===== src/hdl/swf_pkg.sv =====
// shared types, widths and codes for the staggered window fir
// no dependencies; compile first

package swf_pkg;

	localparam int unsigned CMD_W = 2;
	localparam int unsigned IDX_W = 12;
	localparam int unsigned WV_W = 16;
	localparam int unsigned SMP_W = 16;
	localparam int unsigned LEN_W = 13;
	localparam int unsigned SUM_W = 48;
	localparam int unsigned FRAC_W = 16;

	localparam int unsigned STAGES_DEF = 4;
	localparam int unsigned MAX_WINDOW_DEF = 4096;
	localparam int unsigned LEN_RESET = 4096;
	localparam int unsigned LEN_MIN = 4;
	localparam int unsigned QUEUE_DEPTH = 2;

	localparam logic signed [SMP_W-1:0] SAT_MAX = 16'sh7fff;
	localparam logic signed [SMP_W-1:0] SAT_MIN = 16'sh8000;

	typedef enum logic [CMD_W-1:0] {
		CMD_SAMPLE = 2'd0,
		CMD_LOAD = 2'd1,
		CMD_RESTART = 2'd2
	} cmd_t;

	typedef enum logic [1:0] {
		OP_SAMPLE,
		OP_LOAD,
		OP_RESTART,
		OP_NOP
	} op_kind_t;

	typedef struct packed {
		op_kind_t kind;
		logic [IDX_W-1:0] idx;
		logic [WV_W-1:0] wval;
		logic signed [SMP_W-1:0] smp;
	} op_t;

	typedef enum logic [2:0] {
		BS_IDLE,
		BS_ISSUE,
		BS_DRAIN,
		BS_STAGGER
	} back_state_t;

endpackage


===== src/hdl/swf_queue.sv =====
// small op queue between the front end and the execution back end
// depends on swf_pkg

module swf_queue import swf_pkg::*; #(
	parameter int unsigned DEPTH = QUEUE_DEPTH
) (
	input logic clk,
	input logic arst_n,
	input logic push_valid,
	output logic push_ready,
	input op_t push_op,
	output logic pop_valid,
	input logic pop,
	output op_t pop_op
);

	localparam int unsigned PTW = $clog2(DEPTH);
	localparam int unsigned CTW = $clog2(DEPTH + 1);

	op_t mem_q [DEPTH];
	logic [PTW-1:0] wr_ptr_q;
	logic [PTW-1:0] rd_ptr_q;
	logic [CTW-1:0] count_q;
	logic do_push;
	logic do_pop;

	assign push_ready = (count_q != CTW'(DEPTH));
	assign pop_valid = (count_q != '0);
	assign pop_op = mem_q[rd_ptr_q];
	assign do_push = push_valid && push_ready;
	assign do_pop = pop && pop_valid;

	always_ff @(posedge clk) begin
		if (do_push) begin
			mem_q[wr_ptr_q] <= push_op;
		end
	end

	always_ff @(posedge clk or negedge arst_n) begin
		if (!arst_n) begin
			wr_ptr_q <= '0;
			rd_ptr_q <= '0;
			count_q <= '0;
		end else begin
			if (do_push) begin
				wr_ptr_q <= (wr_ptr_q == PTW'(DEPTH - 1)) ? '0 : wr_ptr_q + PTW'(1);
			end
			if (do_pop) begin
				rd_ptr_q <= (rd_ptr_q == PTW'(DEPTH - 1)) ? '0 : rd_ptr_q + PTW'(1);
			end
			if (do_push && !do_pop) begin
				count_q <= count_q + CTW'(1);
			end else if (!do_push && do_pop) begin
				count_q <= count_q - CTW'(1);
			end
		end
	end

endmodule


===== config.mk =====
export PLATFORM = sky130hd
export DESIGN_NAME = swf_queue
export DESIGN_NICKNAME = d
export VERILOG_FILES = /design/src/hdl/swf_pkg.sv /design/src/hdl/swf_queue.sv
export SDC_FILE = /design/constraint.sdc
export NUM_CORES = 1
export LEC_CHECK = 0
export BUFFER_PORTS_ARGS = -buffer_cell sky130_fd_sc_hd__buf_4
export CORE_MARGIN = 8
export CORE_UTILIZATION = 54
export CTS_BUF_LIST = sky130_fd_sc_hd__clkbuf_8
export CTS_CLUSTER_DIAMETER = 50
export DETAILED_ROUTE_END_ITERATION = 10
export PLACE_DENSITY_LB_ADDON = 0.3
export SLEW_MARGIN = 20
export SYNTH_ARGS = -nofsm -noshare
export SYNTH_HDL_FRONTEND = slang
export SYNTH_SLANG_ARGS = --single-unit

===== constraint.sdc =====
create_clock -name clk -period 3.75 [get_ports clk]
set_input_delay 0 -clock clk [delete_from_list [all_inputs] [get_ports clk]]
set_output_delay 0 -clock clk [all_outputs]
set_load 0.02 [all_outputs]

# Word-level counts from Yosys, hierarchy flattened
# Memory sizes are Yosys's and may differ from the RTL's.
# Cells that the tools add are included.
dict set report totals {
  mem_bits_rw 92
  output_inout_bits 48
  latchBits 0
  regBits 4
  romBits 0
  mem_count 1
  word_cells 23
}
dict set report classes {
  multipliers 0
  eq_ne 1
  n_bitwise 0
  div 0
  muxes 6
  n_shift 0
  n_lt_le_gt_ge 0
  n_reduce_logical 8
  add_sub_neg 4
}
# memory words width read_ports rd_clocked_by_memory_dff wr line
set memory_table {}
lappend memory_table {mem_q 2 46 1 0 1 swf_queue.sv:20} ;# op_t mem_q [DEPTH];
# op count
set ops {}
lappend ops {{$logic_and 1x1->1} 4}
lappend ops {{$mux 1} 4}
lappend ops {{$mux 2} 2}
lappend ops {{$reduce_bool 2->1} 2}
lappend ops {{$add 1x1->1 const B} 2}
lappend ops {{$add 2x1->2 const B} 1}
lappend ops {{$logic_not 1->1} 2}
lappend ops {{$ne 2x2->1 const B} 1}
lappend ops {{$sub 2x1->2 const B} 1}

# Longest topological paths before layout
dict set report logic_depth {
  word_depth 6
  ltp_mapped 7
  ltp_nobuf 7
}

# Worst setup path after synthesis
# OpenSTA, ideal clock, no wires.
dict set report synth_timing {
  path_type {register -> register}
  from {register count_q[0]}
  to {memory mem_q[0][0] in the netlist's numbering, enable pin}
  path_slack_ns 0.569
  required_ns 3.300
  stages_incl_launch_ff 4
  path_buffers 0
  setup_ns 0.450
  period_less_slack_ns 3.181
  t_arrival_ns 2.732
  path_cell_list {dfrtp_1 nand2b_1 nand2_1 nor2_1}
}
dict set report synth_between {
  elab_chain_len 4
}
# element line
set synth_lines {}
lappend synth_lines {{from (decl)} swf_queue.sv:23} ;# logic [CTW-1:0] count_q;
lappend synth_lines {{from (signal assigned)} swf_queue.sv:52} ;# count_q <= count_q + CTW'(1);
lappend synth_lines {{from (signal assigned)} swf_queue.sv:54} ;# count_q <= count_q - CTW'(1);
lappend synth_lines {{$ne 2x2->1} swf_queue.sv:27} ;# assign push_ready = (count_q != CTW'(DEPTH));
lappend synth_lines {{named net push_ready} swf_queue.sv:10} ;# output logic push_ready,
lappend synth_lines {{$logic_and 1x1->1} swf_queue.sv:30} ;# assign do_push = push_valid && push_ready;
lappend synth_lines {{$mux 1} swf_queue.sv:34} ;# if (do_push) begin
lappend synth_lines {{$mux 1 (not written as such)} swf_queue.sv:35} ;# mem_q[wr_ptr_q] <= push_op;
lappend synth_lines {{to (decl)} swf_queue.sv:20}
# The timed path passes the listed nets, and every way through them passes these cells.

==> qor.txt <==
outcome: complete, no violations
Detailed Place HPWL: 4300 microns
wirelength, routed: 7043 microns
syn_nets: 212
Cell Count, Final, Fillers Out: 401
Setup WS pre-CTS: 1630 ps
ratio of cells with drive above 1 in the final layout: 50.94%
crit-path max FO: 32
vias in the first global route: 2168
setup bufs post-CTS: 0
placed insts: 335
slew margin rel.: 41.66%
VDD IR max: 0.0004481 V
Hold Path Class: in -> reg
Chip Width: 98.07 microns
internal power: 2.539 mW
Max-Cap Viols: 0
vias per cell: 4.898
core footprint: 6644 sq um
Post-Syn Area: 3637 sq um
CTS sink count: 96
clock slew at reported path FFs: 80 ps
highest-delay cell along the critical path: dfrtp_2
Critical Path, Cell by Cell: buf_4 -> mux2_2 -> buf_4
Pwr Total: 3.724 mW
gp weighted congestion: 0.6695
initial antenna violation count: 1
Logic pwr share: 38.4%
Worst setup SP type: register
final hold viol count: 0
dpl cell area: 4441 sq um
top cell type by total area after synthesis: edfxtp_1
WP data arrival: 2250 ps
Leak: 2.038 nW
Max H-tree Level: 3
slew of the pin with the lowest slew margin: 875.2 ps
Die Area: 9618 sq um
number of CTS-inserted buffers: 9
drt pass-1 iters: 5
Tmin final: 2248 ps
Sw Ratio: 31.80%
post-DR wirelength/cell: 17.56 microns
YS warnings: 0
Critical Path RT: 3750 ps
Die Ht: 98.07 microns
nets: 366
max-slew violations: 0
DRC violations left: 0
synthesis-to-layout area growth: 41.45%
Compound-Gate Fraction of Synth Area: 0%
Worst Setup End Kind: primary output
ANT nets after route: 0
wire length of the first global-routing pass: 11020 microns
I/O pins: 98
Final Cell Area: 5145 sq um
Final TNS setup: 0 ps
register area share after synthesis: 78.71%
routed via count: 1964
Root Driver: clkbuf_8
Initial Utilization: 54.75%
Tot GR Track Use: 14.92%
RSZ-0062 raised after global routing: false
critical path class: reg -> out
Yosys cell types: 15
dominant cells by area after synthesis: edfxtp_1, mux2_4, mux2_2
1st-iter DRT viols: 33
XOR/XNOR Fraction of Synth Area: 1.204%
Std-Cell Rows: 30
post-synthesis adder-cell area fraction: 0.3440%
share of Yosys cell area claimed by the top area cell type: 75.95%
PD cells: 723.7 nW/um^2
Fmax: 444.8 MHz
final setup margin: 1502 ps
Seq cells post-synth: 96
# setup viols final: 0
Sequential Power Share: 43.5%
Net Sw Power: 1.184 mW
clk buf depth: 2
Final period util: 59.95%
clock power share: 18.2%
CTS tree: yes
largest family of logic cells by synthesized area: multiplexers
grt total ovfl: 0
Mapped Cells: 161
CP dominant cell by count: buf_4
Synth Area in Simple Gates: 0.9288%
PortBufs: 97
clock skew: 15.12 ps
post-synthesis mux area share: 17.34%
Clk Latency, worst-skew pair: 350 ps
largest net degree at the start of global routing: 47
Mean Syn Cell Area: 22.59 sq um
CP max stage delay: 940 ps
==> critical path: cells and delay by family (launching register included) <==
kind | cells | cell delay, ps
buffers and inverters | 2 | 590
multiplexers | 1 | 380
flip-flops | 1 | 940
==> cell usage after synthesis <==
cell type and number:
buf_2 1, inv_1 1, xnor2_1 3, edfxtp_1 92, xor2_1 2, mux2_4 30, and3_1 1, ha_1 1
mux2_2 16, or2_1 1, nand2b_1 1, nand2_1 2, buf_6 4, dfrtp_1 4, nor2_1 2
==> path summary, 6_finish.rpt <==
| check | start | cells past startpoint | end | slack [ps] |
|---|---|---|---|---|
| max reg2reg | count_q[0] | 4 | mem_q[0][33] | 1650 |
| min in group asynchronous | arst_n | 3 | count_q[1] | 560 |
| min | push_valid | 3 | wr_ptr_q | 40 |
| max | rd_ptr_q | 3 | pop_op[32] | 1500 |
| min reg2reg | count_q[1] | 1 | count_q[1] | 510 |
| max in group asynchronous | arst_n | 3 | rd_ptr_q | 2990 |
==> power by group through the flow <==
stage / Combinational (mW) / Sequential [mW] / Clock [mW]
after floorplan: 0.991 / 1.55 / 0
after global placement: 1.39 / 1.63 / 0
after detailed placement: 1.40 / 1.64 / 0
after CTS: 1.44 / 1.62 / 0.687
after global routing: 1.51 / 1.65 / 0.727
final: 1.43 / 1.62 / 0.677
==> flip-flops by register name, indices dropped and copies added (netlist names) <==
name	flops
wr_ptr_q	1
mem_q	92
count_q	2
rd_ptr_q	1
==> cell type report <==
| cell class | count | area, sq um |
|---|---|---|
| Fill cell | 390 | 1499 |
| Clock buffer | 11 | 151.4 |
| Multi-Input combinational cell | 59 | 733.2 |
| Clock inverter | 5 | 56.30 |
| Inverter | 1 | 3.754 |
| Antenna cell | 1 | 2.502 |
| Timing Repair Buffer | 148 | 1234 |
| Sequential cell | 96 | 2864 |
| Tap cell | 80 | 100.1 |
==> repair_timing <==
item	in CTS	in global routing
resized for setup	0	0
endpoints found under the hold margin	97	0
hold buffers	49	0
==> per-stage QoR <==
step | utilization (%) | hold slack [ps]
floorplan | - | -295.6
global placement | 66.84 | -201.3
detailed placement | 66.84 | -199.1
CTS | 77.34 | 23.83
global route | 77.44 | 44.82
finish | 77.44 | 41.43
==> logic make-up after synthesis <==
kind of cell             count (synthesis)
AND/OR/NAND/NOR                          7
XOR/XNOR                                 5
adder cells (fa/ha/maj)                  1
flip-flops                              96
buffers and inverters                    6
multiplexers                            46
==> cell usage in the layout (no fill, tap or decap), drive strengths merged <==
cell,n
clkbuf,11
nor2,2
diode,1
inv,2
clkinvlp,3
buf,99
dfrtp,4
edfxtp,92
or2,1
ha,1
dlygate4sd3,49
mux2,46
nand2b,1
xnor2,3
and3,1
xor2,2
nand2,2
bufinv,1
==> routing by layer <==
metal  GRT usage [%]  routed length, microns  up-vias
met2           26.03                    3791       66
met1           15.35                    2688      952
li1                -                       -      935
met5               0                       0        -
met3           5.974                     452       11
met4           6.835                     110        0
No activity file was read; power rests on OpenSTA's default activity.
