<file path="config.mk">
export PLATFORM = sky130hd
export DESIGN_NAME = swf_back_flat
export DESIGN_NICKNAME = d
export VERILOG_FILES = /design/src/hdl/swf_pkg.sv /design/src/hdl/swf_result_if.sv /design/src/hdl/swf_back.sv /design/src/flat_wrapper.sv
export SDC_FILE = /design/constraint.sdc
export NUM_CORES = 1
export LEC_CHECK = 0
export BUFFER_PORTS_ARGS = -buffer_cell sky130_fd_sc_hd__clkbuf_2
export CAP_MARGIN = 20
export CORE_MARGIN = 1
export CORE_UTILIZATION = 36
export CTS_BUF_LIST = sky130_fd_sc_hd__clkbuf_8
export CTS_CLUSTER_DIAMETER = 150
export DETAILED_ROUTE_END_ITERATION = 6
export GPL_ROUTABILITY_DRIVEN = 0
export PLACE_DENSITY = 0.52
export SETUP_SLACK_MARGIN = 0.05
export SYNTH_ARGS = -nofsm -noshare
export SYNTH_HDL_FRONTEND = slang
export SYNTH_SLANG_ARGS = --single-unit
</file>
<file path="constraint.sdc">
create_clock -name clk -period 7.9 [get_ports clk]
set_input_delay 1.185 -clock clk [delete_from_list [all_inputs] [get_ports clk]]
set_output_delay 1.185 -clock clk [all_outputs]
set_load 0.01 [all_outputs]
</file>
<file path="src/hdl/swf_pkg.sv">
// shared types, widths and codes for the staggered window fir
// no dependencies; compile first

package swf_pkg;

	localparam int unsigned CMD_W = 2;
	localparam int unsigned IDX_W = 12;
	localparam int unsigned WV_W = 16;
	localparam int unsigned SMP_W = 16;
	localparam int unsigned LEN_W = 13;
	localparam int unsigned SUM_W = 48;
	localparam int unsigned FRAC_W = 16;

	localparam int unsigned STAGES_DEF = 4;
	localparam int unsigned MAX_WINDOW_DEF = 4096;
	localparam int unsigned LEN_RESET = 4096;
	localparam int unsigned LEN_MIN = 4;
	localparam int unsigned QUEUE_DEPTH = 2;

	localparam logic signed [SMP_W-1:0] SAT_MAX = 16'sh7fff;
	localparam logic signed [SMP_W-1:0] SAT_MIN = 16'sh8000;

	typedef enum logic [CMD_W-1:0] {
		CMD_SAMPLE = 2'd0,
		CMD_LOAD = 2'd1,
		CMD_RESTART = 2'd2
	} cmd_t;

	typedef enum logic [1:0] {
		OP_SAMPLE,
		OP_LOAD,
		OP_RESTART,
		OP_NOP
	} op_kind_t;

	typedef struct packed {
		op_kind_t kind;
		logic [IDX_W-1:0] idx;
		logic [WV_W-1:0] wval;
		logic signed [SMP_W-1:0] smp;
	} op_t;

	typedef enum logic [2:0] {
		BS_IDLE,
		BS_ISSUE,
		BS_DRAIN,
		BS_STAGGER
	} back_state_t;

endpackage

</file>
<file path="src/hdl/swf_result_if.sv">
// result channel of the staggered window fir: valid/ready plus result fields
// depends on swf_pkg

interface swf_result_if import swf_pkg::*; ();
	logic valid;
	logic ready;
	logic signed [SMP_W-1:0] filtered;
	logic fresh;

	modport source (output valid, output filtered, output fresh, input ready);
	modport sink (input valid, input filtered, input fresh, output ready);
endinterface

</file>
<file path="src/hdl/swf_back.sv">
// back end: runs queued ops - per-stage multiply-accumulate over the shared
// weight ram, weight loads, and the restart stagger; holds the result register
// depends on swf_pkg and swf_result_if

module swf_back import swf_pkg::*; #(
	parameter int unsigned STAGES = STAGES_DEF,
	parameter int unsigned MAX_WINDOW = MAX_WINDOW_DEF,
	localparam int unsigned AW = $clog2(MAX_WINDOW)
) (
	input logic clk,
	input logic arst_n,
	input logic cfg_we,
	input logic [LEN_W-1:0] cfg_len,
	input logic op_valid,
	input op_t op,
	output logic op_pop,
	output logic ram_we,
	output logic [AW-1:0] ram_waddr,
	output logic [WV_W-1:0] ram_wdata,
	output logic [AW-1:0] ram_raddr,
	input logic [WV_W-1:0] ram_rdata,
	swf_result_if.source result
);

	localparam int unsigned PW = AW;
	localparam int unsigned LW = $clog2(MAX_WINDOW + 1);
	localparam int unsigned CW = PW + 1;
	localparam int unsigned SW = (STAGES > 1) ? $clog2(STAGES) : 1;
	// running k*L for the stagger, and the reciprocal that divides it by STAGES
	localparam int unsigned NW = $clog2((STAGES - 1) * MAX_WINDOW + 2);
	localparam int unsigned RL = $clog2(STAGES);
	localparam int unsigned RSH = NW + RL;
	localparam int unsigned PRW = 2 * NW + 1;
	localparam longint unsigned RECIP = ((longint'(1) << RSH) + STAGES - 1) / STAGES;
	localparam int unsigned PROD_W = WV_W + SMP_W + 1;
	localparam int unsigned HI_W = SUM_W - (FRAC_W + SMP_W - 1);
	localparam int unsigned RST_LEN = (LEN_RESET < LEN_MIN) ? LEN_MIN :
		((LEN_RESET > MAX_WINDOW) ? MAX_WINDOW : LEN_RESET);
	localparam logic [SW-1:0] LAST = SW'(STAGES - 1);

	back_state_t state_q, state_d;

	logic [LEN_W-1:0] len_q;
	logic [31:0] len_wide;
	logic [LW-1:0] len_eff;

	logic [PW-1:0] phase_q [STAGES];
	logic signed [SUM_W-1:0] sum_q [STAGES];
	logic signed [SMP_W-1:0] held_q;
	logic fresh_item_q;
	logic signed [SMP_W-1:0] smp_q;
	logic [SW-1:0] k_q;

	logic rd_v_s1;
	logic [SW-1:0] k_s1;
	logic [PW-1:0] phase_s1;
	logic mul_v_s2;
	logic [SW-1:0] k_s2;
	logic [PW-1:0] phase_s2;
	logic signed [PROD_W-1:0] prod_s2;

	logic [NW-1:0] num_q;
	logic [PRW-1:0] stg_prod;

	logic res_valid_q;
	logic signed [SMP_W-1:0] res_filtered_q;
	logic res_fresh_q;

	logic slot_free;
	logic issue;
	logic stg_en;
	logic acc_last;
	logic stg_last;
	logic pop_direct;
	logic res_load;
	logic signed [SMP_W-1:0] res_filt_d;
	logic res_fresh_d;

	logic signed [SUM_W-1:0] prod_ext;
	logic signed [SUM_W-1:0] sum_new;
	logic [CW-1:0] ph_inc;
	logic wrap;
	logic [HI_W-1:0] sum_hi;
	logic signed [SMP_W-1:0] conv;

	logic st_wr;
	logic [SW-1:0] st_idx;
	logic [PW-1:0] st_phase_d;
	logic signed [SUM_W-1:0] st_sum_d;

	// effective window length, clamped to the legal range
	always_comb begin
		if (32'(len_q) < LEN_MIN) begin
			len_wide = LEN_MIN;
		end else if (32'(len_q) > MAX_WINDOW) begin
			len_wide = MAX_WINDOW;
		end else begin
			len_wide = 32'(len_q);
		end
	end
	assign len_eff = len_wide[LW-1:0];

	assign slot_free = !res_valid_q || result.ready;

	always_comb begin
		state_d = state_q;
		case (state_q)
			BS_IDLE: begin
				if (op_valid && slot_free) begin
					if (op.kind == OP_SAMPLE) begin
						state_d = BS_ISSUE;
					end else if (op.kind == OP_RESTART) begin
						state_d = BS_STAGGER;
					end
				end
			end
			BS_ISSUE: begin
				if (k_q == LAST) begin
					state_d = BS_DRAIN;
				end
			end
			BS_DRAIN: begin
				if (mul_v_s2 && k_s2 == LAST) begin
					state_d = BS_IDLE;
				end
			end
			BS_STAGGER: begin
				if (k_q == LAST) begin
					state_d = BS_IDLE;
				end
			end
			default: begin
				state_d = BS_IDLE;
			end
		endcase
	end

	always_comb begin
		op_pop = 1'b0;
		issue = 1'b0;
		stg_en = 1'b0;
		case (state_q)
			BS_IDLE: begin
				op_pop = op_valid && slot_free;
			end
			BS_ISSUE: begin
				issue = 1'b1;
			end
			BS_STAGGER: begin
				stg_en = 1'b1;
			end
			default: begin
				op_pop = 1'b0;
			end
		endcase
	end

	assign ram_we = op_pop && (op.kind == OP_LOAD);
	assign ram_waddr = AW'(op.idx);
	assign ram_wdata = op.wval;
	assign ram_raddr = phase_q[k_q];

	// accumulate stage: add the product, advance the phase, close the window
	assign prod_ext = {{(SUM_W - PROD_W){prod_s2[PROD_W-1]}}, prod_s2};
	assign sum_new = sum_q[k_s2] + prod_ext;
	assign ph_inc = CW'(phase_s2) + CW'(1);
	assign wrap = (ph_inc >= CW'(len_eff));
	assign sum_hi = sum_new[SUM_W-1:FRAC_W+SMP_W-1];

	always_comb begin
		if ((&sum_hi) || !(|sum_hi)) begin
			conv = sum_new[FRAC_W+SMP_W-1:FRAC_W];
		end else if (sum_new[SUM_W-1]) begin
			conv = SAT_MIN;
		end else begin
			conv = SAT_MAX;
		end
	end

	// stagger step: phase k = floor(k*L/stages), exact for every k*L that fits num_q
	assign stg_prod = PRW'(num_q) * PRW'(RECIP);

	assign acc_last = mul_v_s2 && (k_s2 == LAST);
	assign stg_last = stg_en && (k_q == LAST);
	assign pop_direct = op_pop && (op.kind == OP_LOAD || op.kind == OP_NOP);
	assign res_load = pop_direct || acc_last || stg_last;

	always_comb begin
		if (acc_last) begin
			res_filt_d = wrap ? conv : held_q;
			res_fresh_d = fresh_item_q || wrap;
		end else begin
			res_filt_d = held_q;
			res_fresh_d = 1'b0;
		end
	end

	always_comb begin
		st_wr = mul_v_s2 || stg_en;
		st_idx = stg_en ? k_q : k_s2;
		if (stg_en) begin
			st_phase_d = PW'(stg_prod >> RSH);
			st_sum_d = '0;
		end else if (wrap) begin
			st_phase_d = '0;
			st_sum_d = '0;
		end else begin
			st_phase_d = ph_inc[PW-1:0];
			st_sum_d = sum_new;
		end
	end

	for (genvar g = 0; g < STAGES; g++) begin : g_stage
		localparam int unsigned RST_PHASE = (g * RST_LEN) / STAGES;
		always_ff @(posedge clk or negedge arst_n) begin
			if (!arst_n) begin
				phase_q[g] <= PW'(RST_PHASE);
				sum_q[g] <= '0;
			end else if (st_wr && st_idx == SW'(g)) begin
				phase_q[g] <= st_phase_d;
				sum_q[g] <= st_sum_d;
			end
		end
	end

	always_ff @(posedge clk or negedge arst_n) begin
		if (!arst_n) begin
			state_q <= BS_IDLE;
			len_q <= LEN_W'(LEN_RESET);
			held_q <= '0;
			fresh_item_q <= 1'b0;
			k_q <= '0;
			rd_v_s1 <= 1'b0;
			mul_v_s2 <= 1'b0;
			res_valid_q <= 1'b0;
		end else begin
			state_q <= state_d;
			if (cfg_we) begin
				len_q <= cfg_len;
			end
			if (mul_v_s2 && wrap) begin
				held_q <= conv;
			end
			if (op_pop) begin
				fresh_item_q <= 1'b0;
			end else if (mul_v_s2 && wrap) begin
				fresh_item_q <= 1'b1;
			end
			if (op_pop) begin
				k_q <= '0;
			end else if (issue || stg_en) begin
				k_q <= (k_q == LAST) ? '0 : k_q + SW'(1);
			end
			rd_v_s1 <= issue;
			mul_v_s2 <= rd_v_s1;
			if (res_load) begin
				res_valid_q <= 1'b1;
			end else if (result.ready) begin
				res_valid_q <= 1'b0;
			end
		end
	end

	always_ff @(posedge clk) begin
		if (op_pop) begin
			smp_q <= op.smp;
			num_q <= '0;
		end else if (stg_en) begin
			num_q <= num_q + NW'(len_eff);
		end
		k_s1 <= k_q;
		phase_s1 <= phase_q[k_q];
		k_s2 <= k_s1;
		phase_s2 <= phase_s1;
		prod_s2 <= $signed({1'b0, ram_rdata}) * smp_q;
		if (res_load) begin
			res_filtered_q <= res_filt_d;
			res_fresh_q <= res_fresh_d;
		end
	end

	assign result.valid = res_valid_q;
	assign result.filtered = res_filtered_q;
	assign result.fresh = res_fresh_q;

endmodule

</file>
<file path="src/flat_wrapper.sv">
// flat-port wrapper written by rule: the top's interface ports become plain ports
module swf_back_flat import swf_pkg::*;
#(
	parameter int unsigned STAGES = STAGES_DEF,
	parameter int unsigned MAX_WINDOW = MAX_WINDOW_DEF,
	localparam int unsigned AW = $clog2(MAX_WINDOW)
)
  (clk, arst_n, cfg_we, cfg_len, op_valid, op, op_pop, ram_we, ram_waddr, ram_wdata, ram_raddr, ram_rdata, result_valid, result_filtered, result_fresh, result_ready);
  swf_result_if result_i ();
  input logic clk;
  input logic arst_n;
  input logic cfg_we;
  input logic [LEN_W-1:0] cfg_len;
  input logic op_valid;
  input op_t op;
  output logic op_pop;
  output logic ram_we;
  output logic [AW-1:0] ram_waddr;
  output logic [WV_W-1:0] ram_wdata;
  output logic [AW-1:0] ram_raddr;
  input logic [WV_W-1:0] ram_rdata;
  output wire logic [$bits(result_i.valid)-1:0] result_valid;
  output wire logic [$bits(result_i.filtered)-1:0] result_filtered;
  output wire logic [$bits(result_i.fresh)-1:0] result_fresh;
  input wire logic [$bits(result_i.ready)-1:0] result_ready;
  assign result_valid = result_i.valid;
  assign result_filtered = result_i.filtered;
  assign result_fresh = result_i.fresh;
  assign result_i.ready = result_ready;
  swf_back #(.STAGES(STAGES), .MAX_WINDOW(MAX_WINDOW)) u_core (.clk(clk), .arst_n(arst_n), .cfg_we(cfg_we), .cfg_len(cfg_len), .op_valid(op_valid), .op(op), .op_pop(op_pop), .ram_we(ram_we), .ram_waddr(ram_waddr), .ram_wdata(ram_wdata), .ram_raddr(ram_raddr), .ram_rdata(ram_rdata), .result(result_i));
endmodule
</file>
**After elaboration in Yosys (flattened, before gate mapping)**

Index checks and enable logic that the tools add are counted.

- Register bits: 386
- Logic and storage cells: 116
- Input port bits: 80

- Equal/unequal tests: 16
- $mul: 1
- $add $sub $neg: 4
- $lt $le $gt $ge: 5
- Reductions and logical operators: 29
- Bitwise gates (word level): 2
- Multiplexer cells: 34

Operators by type and width:

| cell | number |
|---|---|
| 2-to-1 mux 48 bit | 4 |
| binary-select mux 48 bit (select 2 bit) | 1 |
| 2-to-1 mux 16 bit | 4 |
| adder 48 x 33 -> 48 bit | 1 |
| 2-to-1 mux 12 bit | 4 |
| multiplier 17 x 16 -> 33 bit | 1 |
| 2-to-1 mux 13 bit | 2 |
| binary-select mux 12 bit (select 2 bit) | 1 |
| 2-to-1 mux 3 bit | 6 |
| AND reduction 17 bit | 1 |
| OR reduction 17 bit | 1 |
| adder 14 x 13 -> 14 bit | 1 |
| adder 12 x 1 -> 13 bit (second input constant) | 1 |
| >= comparator 13 bit | 1 |
| > comparator 13 bit (second input constant) | 1 |
| < comparator 13 x 3 -> 1 bit (second input constant) | 1 |
| equality test 2 bit (second input constant) | 6 |
| one-hot mux 3 bit (4 select lines) | 1 |
| logical AND 1 bit | 10 |
| logical OR 1 bit | 8 |
| 2-to-1 mux 2 bit | 4 |
| != test 2 x 1 -> 1 bit (second input constant) | 4 |
| 2-to-1 mux 1 bit | 7 |
| equality test 3 x 2 -> 1 bit (second input constant) | 2 |
| other kinds (11) | 18 |

**Logic depth before layout (Yosys ltp)**

Gate-level depths: netlist of run 1.

- Depth in word-level cells: 11
- Mapped depth: 25
- Mapped depth without buffers: 24

**Worst setup path before layout of run 1**

No wires, ideal clock.

- Path type: in2reg
- From: input ram_rdata[7]
- To: register u_core.prod_s2[32]
- Arrival time: 7.001 ns
- Stages on the path: 24
- Library setup time: 0.120 ns
- Setup slack: 0.779 ns
- Data required time: 7.780 ns
- Cell sequence: clkbuf_1 > nand2_1 > fa_1 > inv_1 > fa_1 > inv_1 > fa_1 > inv_1 > fa_1 > fa_1 > inv_1 > fa_1 > inv_1 > ha_1 > and3_1 > or3b_2 > o21ai_0 > o31ai_1 > a21boi_0 > nor4_1 > o311ai_0 > nor3_1 > a21oi_1 > xnor2_1

- Longest elaborated chain between the ends: 1

Ends and longest elaborated chain:

| what | RTL line | RTL |
|---|---|---|
| start: declaration | flat_wrapper.sv:21 | `input logic [WV_W-1:0] ram_rdata;` |
| multiplier 17 x 16 -> 33 bit | swf_back.sv:275 | `prod_s2 <= $signed({1'b0, ram_rdata}) * smp_q;` |
| end signal: assignment | swf_back.sv:275 |  |
| end: declaration | swf_back.sv:60 | `logic signed [PROD_W-1:0] prod_s2;` |

Every way passes these cells.
A chain may end at the register's enable or synchronous reset.

**Worst setup path after layout of run 1**

- From: register u_core.smp_q[1]
- To: register u_core.prod_s2[32]

- Longest elaborated chain between the ends: 1

Ends and longest elaborated chain:

| what | RTL line | RTL |
|---|---|---|
| start: declaration | swf_back.sv:51 | `logic signed [SMP_W-1:0] smp_q;` |
| start signal: assignment | swf_back.sv:266 | `smp_q <= op.smp;` |
| multiplier 17 x 16 -> 33 bit | swf_back.sv:275 |  |

Every way passes these cells.

==> out/qor.yml, run 1 <==
synthesis:
  synth_area_leaders: "dfrtp_1 (24%), fa_1 (14%), ha_1 (8.8%)"
  synth_top_area_share_pct: 24.3
  syn-num-nets: 3383
  yosys.cell_types.count: 99
  post_synth.cell_area_avg_sq_um: 9.64
  syn_area_sq_um: 28100
  postSynthRegisterBits: 385
  synth_seq_area_share_pct: 33.6
  async_reset_ff_share_pct: 71.9
  syn_inst: 2910
  yosys.area.top_type: "dfrtp_1"
  synth_edf_count: 33
  synth_ff_type: "dfrtp_1"
  yosysWarningCount: 0
clocking:
  root_buffer: "clkbuf_8"
  htreeDepth: 3
  cts_tree: "yes"
  clockBufferDepth: 3
  clk_latency_ns: 0.68
  clkSinkCount: 385
  cts_resized: 0
  postCtsHoldBufs: 0
  cts_setup_buffers: 0
  cts_buffers: 72
  path_clk_slew_ns: 0.06
setup_path:
  crit_type: "flop to flop"
  critPathSlowestCell: "edfxtp_1"
  critical_path.startpoint_type: "flop"
  rr_startpoint: "u_core.smp_q[1]"
  critPathCaptureType: "flop"
  slowest_delay_ns: 0.86
  cp.required_ns: 8.46
  cp_num_buf_inv: 3
  worstReg2RegEnd: "u_core.prod_s2[32]"
  rrSetupSlack_ns: 0.73
  path_delay_family: "adder cells"
  path_cells: "nand2_1 > fa_1 > fa_1 > fa_1 > inv_1 > fa_1 > fa_1 > inv_1 > fa_1 > inv_1 > ha_1 > o21ai_0 > or3b_2 > o21ai_0 > o31ai_1 > a21boi_0 > nor4_1 > o311ai_0 > nor3_1 > a21oi_1 > xnor2_1"
  arrival_ns: 7.73
  reg2reg_depth: 21
  crit_path_frequent_cell: "fa_1"
  cp_max_fo: 16
layout:
  layout-drive-gt1-share_pct: 13.0
  multi_input_area_sq_um: 16700
  nNetsFinal: 3393
  nFillCells: 7748
  syn_to_final_growth_pct: 9.78
  seq_area_sq_um: 9440
die:
  core_sq_um: 77300
  start_util_pct: 36.3
  io_pins: 140
  rows: 102
  die_area_sq_um: 79100
  die_h_microns: 281
  die_w_microns: 281
grt:
  grt_util_met2_pct: 31.2
  grt_pass1_vias: 21600
  grt_pass1_wl_mm: 119
  grt-busiest-layer: "met2"
  overflow: 0
  grt.met1_usage_pct: 26.3
  antenna_found_initial: 2
  met3_usage_pct: 2.64
  track_usage_pct: 19.1
  grt_max_degree: 108
routing:
  drc: 0
  drtAntennaViolNets: 0
  num_vias: 20500
  vias_per_cell: 5.10
  first_pass_iters: 5
  drt_iter0_markers: 1384
  drt_wl_total_mm: 73.4
  post_drt_wl_per_cell_microns: 18.2
min_path:
  worstHoldStart: "u_core.phase_s1[10]"
  hold_end: "u_core.phase_s2[10]"
  hold_depth: 0
  holdCritPathClass: "flop to flop"
sta:
  setup_viol: 0
  hold_viol_final: 0
  rsz0062_at_grt: "no"
  timing.fmax_mhz: 139
  finalMaxSlewViolations: 0
  slew_headroom_pct: 27.0
  period_needed_ns: 7.17
  worst_pin_slew_ns: 1.10
  clock_skew_ns: 0.0444
  setup-tns-final_ns: 0
  fin_crit_sh_pct: 90.8
job:
  cap_violations: 0
placed_design:
  dp_hpwl_mm: 53.3
  numPortBuffers: 83
status:
  outcome: "complete, no violations"
final cells by class:
| class | instances | share of cell area, % |
|---|---|---|
| clock inverter | 44 | 1.09 |
| multi-input combinational | 2057 | 54.2 |
| tap | 1040 | 4.22 |
| clock buffer | 90 | 4.02 |
| sequential | 385 | 30.6 |
| antenna | 1 | 0.00812 |
| inverter | 297 | 3.62 |
| timing repair buffer | 107 | 2.18 |
cell usage in the layout (no fill, tap or decap), types with 34 or more instances in the layout:
cell type	Yosys	final
mux4_2	60	60
clkbuf_2	1	82
nor2_1	147	146
o21ai_0	245	245
o31ai_1	34	34
a21oi_1	109	108
dfxtp_1	75	73
fa_1	196	196
clkbuf_8	4	90
inv_1	296	315
ha_1	197	197
xnor2_1	53	53
dfrtp_1	272	272
and2_1	125	125
nand2_1	476	476
worst reg2reg max path, delay by kind of cell (launching register included):
kind | cells | cell delay (ns)
adder cells (fa/ha/maj) | 7 | 3.38
AO/OA/AOI/OAI | 6 | 1.65
AND/OR/NAND/NOR | 4 | 0.92
flip-flops | 1 | 0.86
buffers and inverters | 3 | 0.14
XOR/XNOR | 1 | 0.09
layer usage:
metal  share of wire [%]  wire length (microns)
met1                  47                  34600
met2                  47                  34400
met3                 4.1                   3000
met4                 1.9                   1410
met5                   0                      0
worst max path at each step:
stage,startpoint,to,slack [ns],depth (start not counted)
after floorplan,ram_rdata[7],u_core.prod_s2[32],0.78,24
after global placement,ram_rdata[7],u_core.prod_s2[32],0.25,24
after detailed placement,ram_rdata[5],u_core.prod_s2[32],0.15,23
after CTS,u_core.smp_q[1],u_core.prod_s2[32],0.78,21
after global routing,u_core.smp_q[1],u_core.prod_s2[32],0.26,21
final,u_core.smp_q[1],u_core.prod_s2[32],0.73,21
synthesized netlist by cell type (all sizes together), types with 35 or more instances:
cell	n
ha	197
buf	52
a21oi	109
dfxtp	75
xnor2	53
fa	196
dfrtp	272
nor2	157
nand2	478
a21o	35
mux4	60
o21ai	257
and2	127
inv	296
clkbuf	117
through the flow:
step | setup WS [ns] | hold WS, ns | area [sq um] | utilization [%] | cells
2_1_floorplan | 0.779 | 0.310 | 28100 | - | 2910
3_3_place_gp | 0.249 | 0.310 | 29200 | 37.7 | 3884
3_5_place_dp | 0.154 | 0.313 | 29200 | 37.7 | 3884
4_1_cts | 0.781 | 0.327 | 30800 | 39.8 | 4018
5_1_grt | 0.258 | 0.333 | 30800 | 39.8 | 4021
6_report | 0.727 | 0.327 | 30800 | 39.8 | 4021
registers in the layout, indices dropped and copies added (netlist names):
| register | cells |
|---|---|
| u_core.fresh_item_q | 1 |
| u_core.held_q | 16 |
| u_core.k_q | 2 |
| u_core.k_s1 | 2 |
| u_core.k_s2 | 2 |
| u_core.len_q | 13 |
| u_core.mul_v_s2 | 1 |
| u_core.num_q | 14 |
| u_core.phase_q | 48 |
| u_core.phase_s1 | 12 |
| u_core.phase_s2 | 12 |
| u_core.prod_s2 | 33 |
| u_core.rd_v_s1 | 1 |
| u_core.result.filtered | 16 |
| u_core.result.fresh | 1 |
| u_core.result.valid | 1 |
| u_core.smp_q | 16 |
| u_core.state_q | 2 |
| u_core.sum_q | 192 |
kinds of logic (layout without fill, tap and decap cells):
| family | Yosys count | in the layout | share of synthesized area (%) |
|---|---|---|---|
| simple gates | 930 | 930 | 15.4 |
| compound gates | 553 | 553 | 12.3 |
| buf+inv | 468 | 538 | 7.01 |
| fa+ha+maj | 393 | 393 | 22.8 |
| flops | 385 | 385 | 33.6 |
| mux | 98 | 98 | 6.32 |
| xor+xnor | 83 | 83 | 2.62 |
| other cells | 0 | 1 | 0 |
Power of run 1 is not shown: default switching activity piles up to over one toggle a cycle in this logic, so the estimate is an artifact.
==> inputs of run 2 (changes only) <==
--- a/config.mk
+++ b/config.mk
@@ -14,6 +14,7 @@
 export DETAILED_ROUTE_END_ITERATION = 6
 export GPL_ROUTABILITY_DRIVEN = 0
 export PLACE_DENSITY = 0.52
+export REMOVE_ABC_BUFFERS = 1
 export SETUP_SLACK_MARGIN = 0.05
 export SYNTH_ARGS = -nofsm -noshare
 export SYNTH_HDL_FRONTEND = slang
==> run 2 against run 1 <==
Against the previous run:
- core utilization down 0.18 points
- critical path type unchanged
- cell area shrank 0.45%
- sequential cell count unchanged
- sequential share of layout area is 0.14 points higher
- critical path depth is the same
- register-to-register slack improved by 0.19 ns
- cell count about the same
- global-route usage down 0.18 points
- worst setup slack improved by 0.19 ns
==> out/qor.yml, run 2 (synthesized netlist as in run 1, its figures left out) <==
clocking:
  htreeDepth: 3
  clkSinkCount: 385
  cts_resized: 0
  clk_latency_ns: 0.68
  cts_setup_buffers: 0
  root_buffer: "clkbuf_8"
  postCtsHoldBufs: 0
  path_clk_slew_ns: 0.06
  clockBufferDepth: 3
  cts_buffers: 69
  cts_tree: "yes"
routing:
  post_drt_wl_per_cell_microns: 17.9
  wl_met2_mm: 33.9
  drt_wl_total_mm: 72.2
  drt_iter0_markers: 1152
  vias_per_cell: 5.12
  first_pass_iters: 5
  wl_met1_mm: 33.2
  drtAntennaViolNets: 0
  dr_wl_met3_mm: 3.13
  drc: 0
  dr.max_layer_used: "met4"
  num_vias: 20600
sta:
  period_needed_ns: 6.99
  setup-tns-final_ns: 0
  rsz0062_at_grt: "no"
  fin_crit_sh_pct: 88.4
  timing.fmax_mhz: 143
  finalMaxSlewViolations: 0
  setup_viol: 0
  slew_headroom_pct: 20.1
  clock_skew_ns: 0.0514
  hold_viol_final: 0
  worst_pin_slew_ns: 1.19
layout:
  reg_top3: "u_core.sum_q: 192 flops, u_core.phase_q: 48 flops, u_core.prod_s2: 33 flops"
  layout-drive-gt1-share_pct: 12.8
  layout_commonest_cell: "nand2_1"
  nFillCells: 7767
  seq_area_sq_um: 9440
  largest_register_ffs: 192
  layout_common_cells: "nand2_1 (476), inv_1 (323), dfrtp_1 (272), o21ai_0 (245), ha_1 (197)"
  syn_to_final_growth_pct: 9.29
  nNetsFinal: 3401
  multi_input_area_sq_um: 16700
  largest_register: "u_core.sum_q"
grt:
  overflow: 0
  grt_pass1_wl_mm: 118
  grt_pass1_vias: 21600
  antenna_found_initial: 1
  grt_max_degree: 135
  track_usage_pct: 18.9
setup_path:
  critical_path.startpoint_type: "flop"
  critPathCaptureType: "flop"
  arrival_ns: 7.57
  worstReg2RegEnd: "u_core.prod_s2[32]"
  reg2reg_depth: 21
  cp.required_ns: 8.49
  rr_startpoint: "u_core.smp_q[1]"
  cp_max_fo: 16
  rrSetupSlack_ns: 0.91
  crit_type: "flop to flop"
die:
  core_sq_um: 77300
  start_util_pct: 36.3
  die_area_sq_um: 79100
  rows: 102
  die_h_microns: 281
  die_w_microns: 281
  io_pins: 140
job:
  cap_violations: 0
status:
  outcome: "complete, no violations"
placed_design:
  dp_hpwl_mm: 54.0
  numPortBuffers: 83
min_path:
  worstHoldStart: "u_core.k_s1[0]"
  hold_end: "u_core.k_s2[0]"
  hold_depth: 0
  holdCritPathClass: "flop to flop"
## run 2: cell count changes in the layout (fill, tap and decap cells not counted), moves of 3 or more
cell | previous run | this run
clkinv_2 | 10 | 6
inv_1 | 315 | 323
clkbuf_8 | 90 | 81
bufinv_16 | 3 | 0
buf_4 | 20 | 33
## run 2: metrics by stage
stage	util (%)	cells	instance area [sq um]	worst slack (ns)	hold slack (ns)
after floorplan	-	2739	27200	0.966	0.310
after global placement	37.8	3896	29300	0.311	0.311
after detailed placement	37.8	3896	29300	0.216	0.312
after CTS	39.6	4022	30600	0.844	0.325
after global routing	39.7	4025	30700	0.390	0.331
final	39.7	4025	30700	0.914	0.324
## run 2: cell type report
class	count	area share, %
antenna	2	0.0163
clock buffer	81	3.63
clock inverter	45	0.865
inverter	297	3.63
multi-input combinational	2057	54.5
sequential	385	30.8
tap	1040	4.24
timing repair buffer	118	2.35
## run 2: per-layer routing
layer / GRT usage [%] / up-vias
li1: - / 9738
met1: 25.3 / 10300
met2: 31.0 / 444
met3: 3.33 / 124
met4: 6.27 / 0
met5: 0.188 / -
## run 2: worst max-delay path, stage by stage, from the launching register on
cell and delay [ns]:
edfxtp_1 0.81, nand2_1 0.19, fa_1 0.54, fa_1 0.51, fa_1 0.52, inv_1 0.06, fa_1 0.49, fa_1 0.49
inv_1 0.05, fa_1 0.48, inv_1 0.05, ha_1 0.36, and3_1 0.25, or3b_2 0.47, o21ai_0 0.29, o31ai_1 0.18
a21boi_0 0.26, nor4_1 0.10, o311ai_0 0.44, nor3_1 0.08, a21oi_1 0.16, xnor2_1 0.14
## run 2: how the worst max path moves through the flow
stage                    start                 end  slack, ns  cells past startpoint
2_1_floorplan   u_core.k_s2[0]  u_core.phase_q[23]       0.97                      3
3_3_place_gp     ram_rdata[11]  u_core.prod_s2[32]       0.31                     22
3_5_place_dp     ram_rdata[12]  u_core.prod_s2[32]       0.22                     22
4_1_cts        u_core.smp_q[1]  u_core.prod_s2[32]       0.84                     21
5_1_grt        u_core.smp_q[8]  u_core.prod_s2[32]       0.39                     23
6_report       u_core.smp_q[1]  u_core.prod_s2[32]       0.91                     21
Power of run 2 is left out for the same reason.
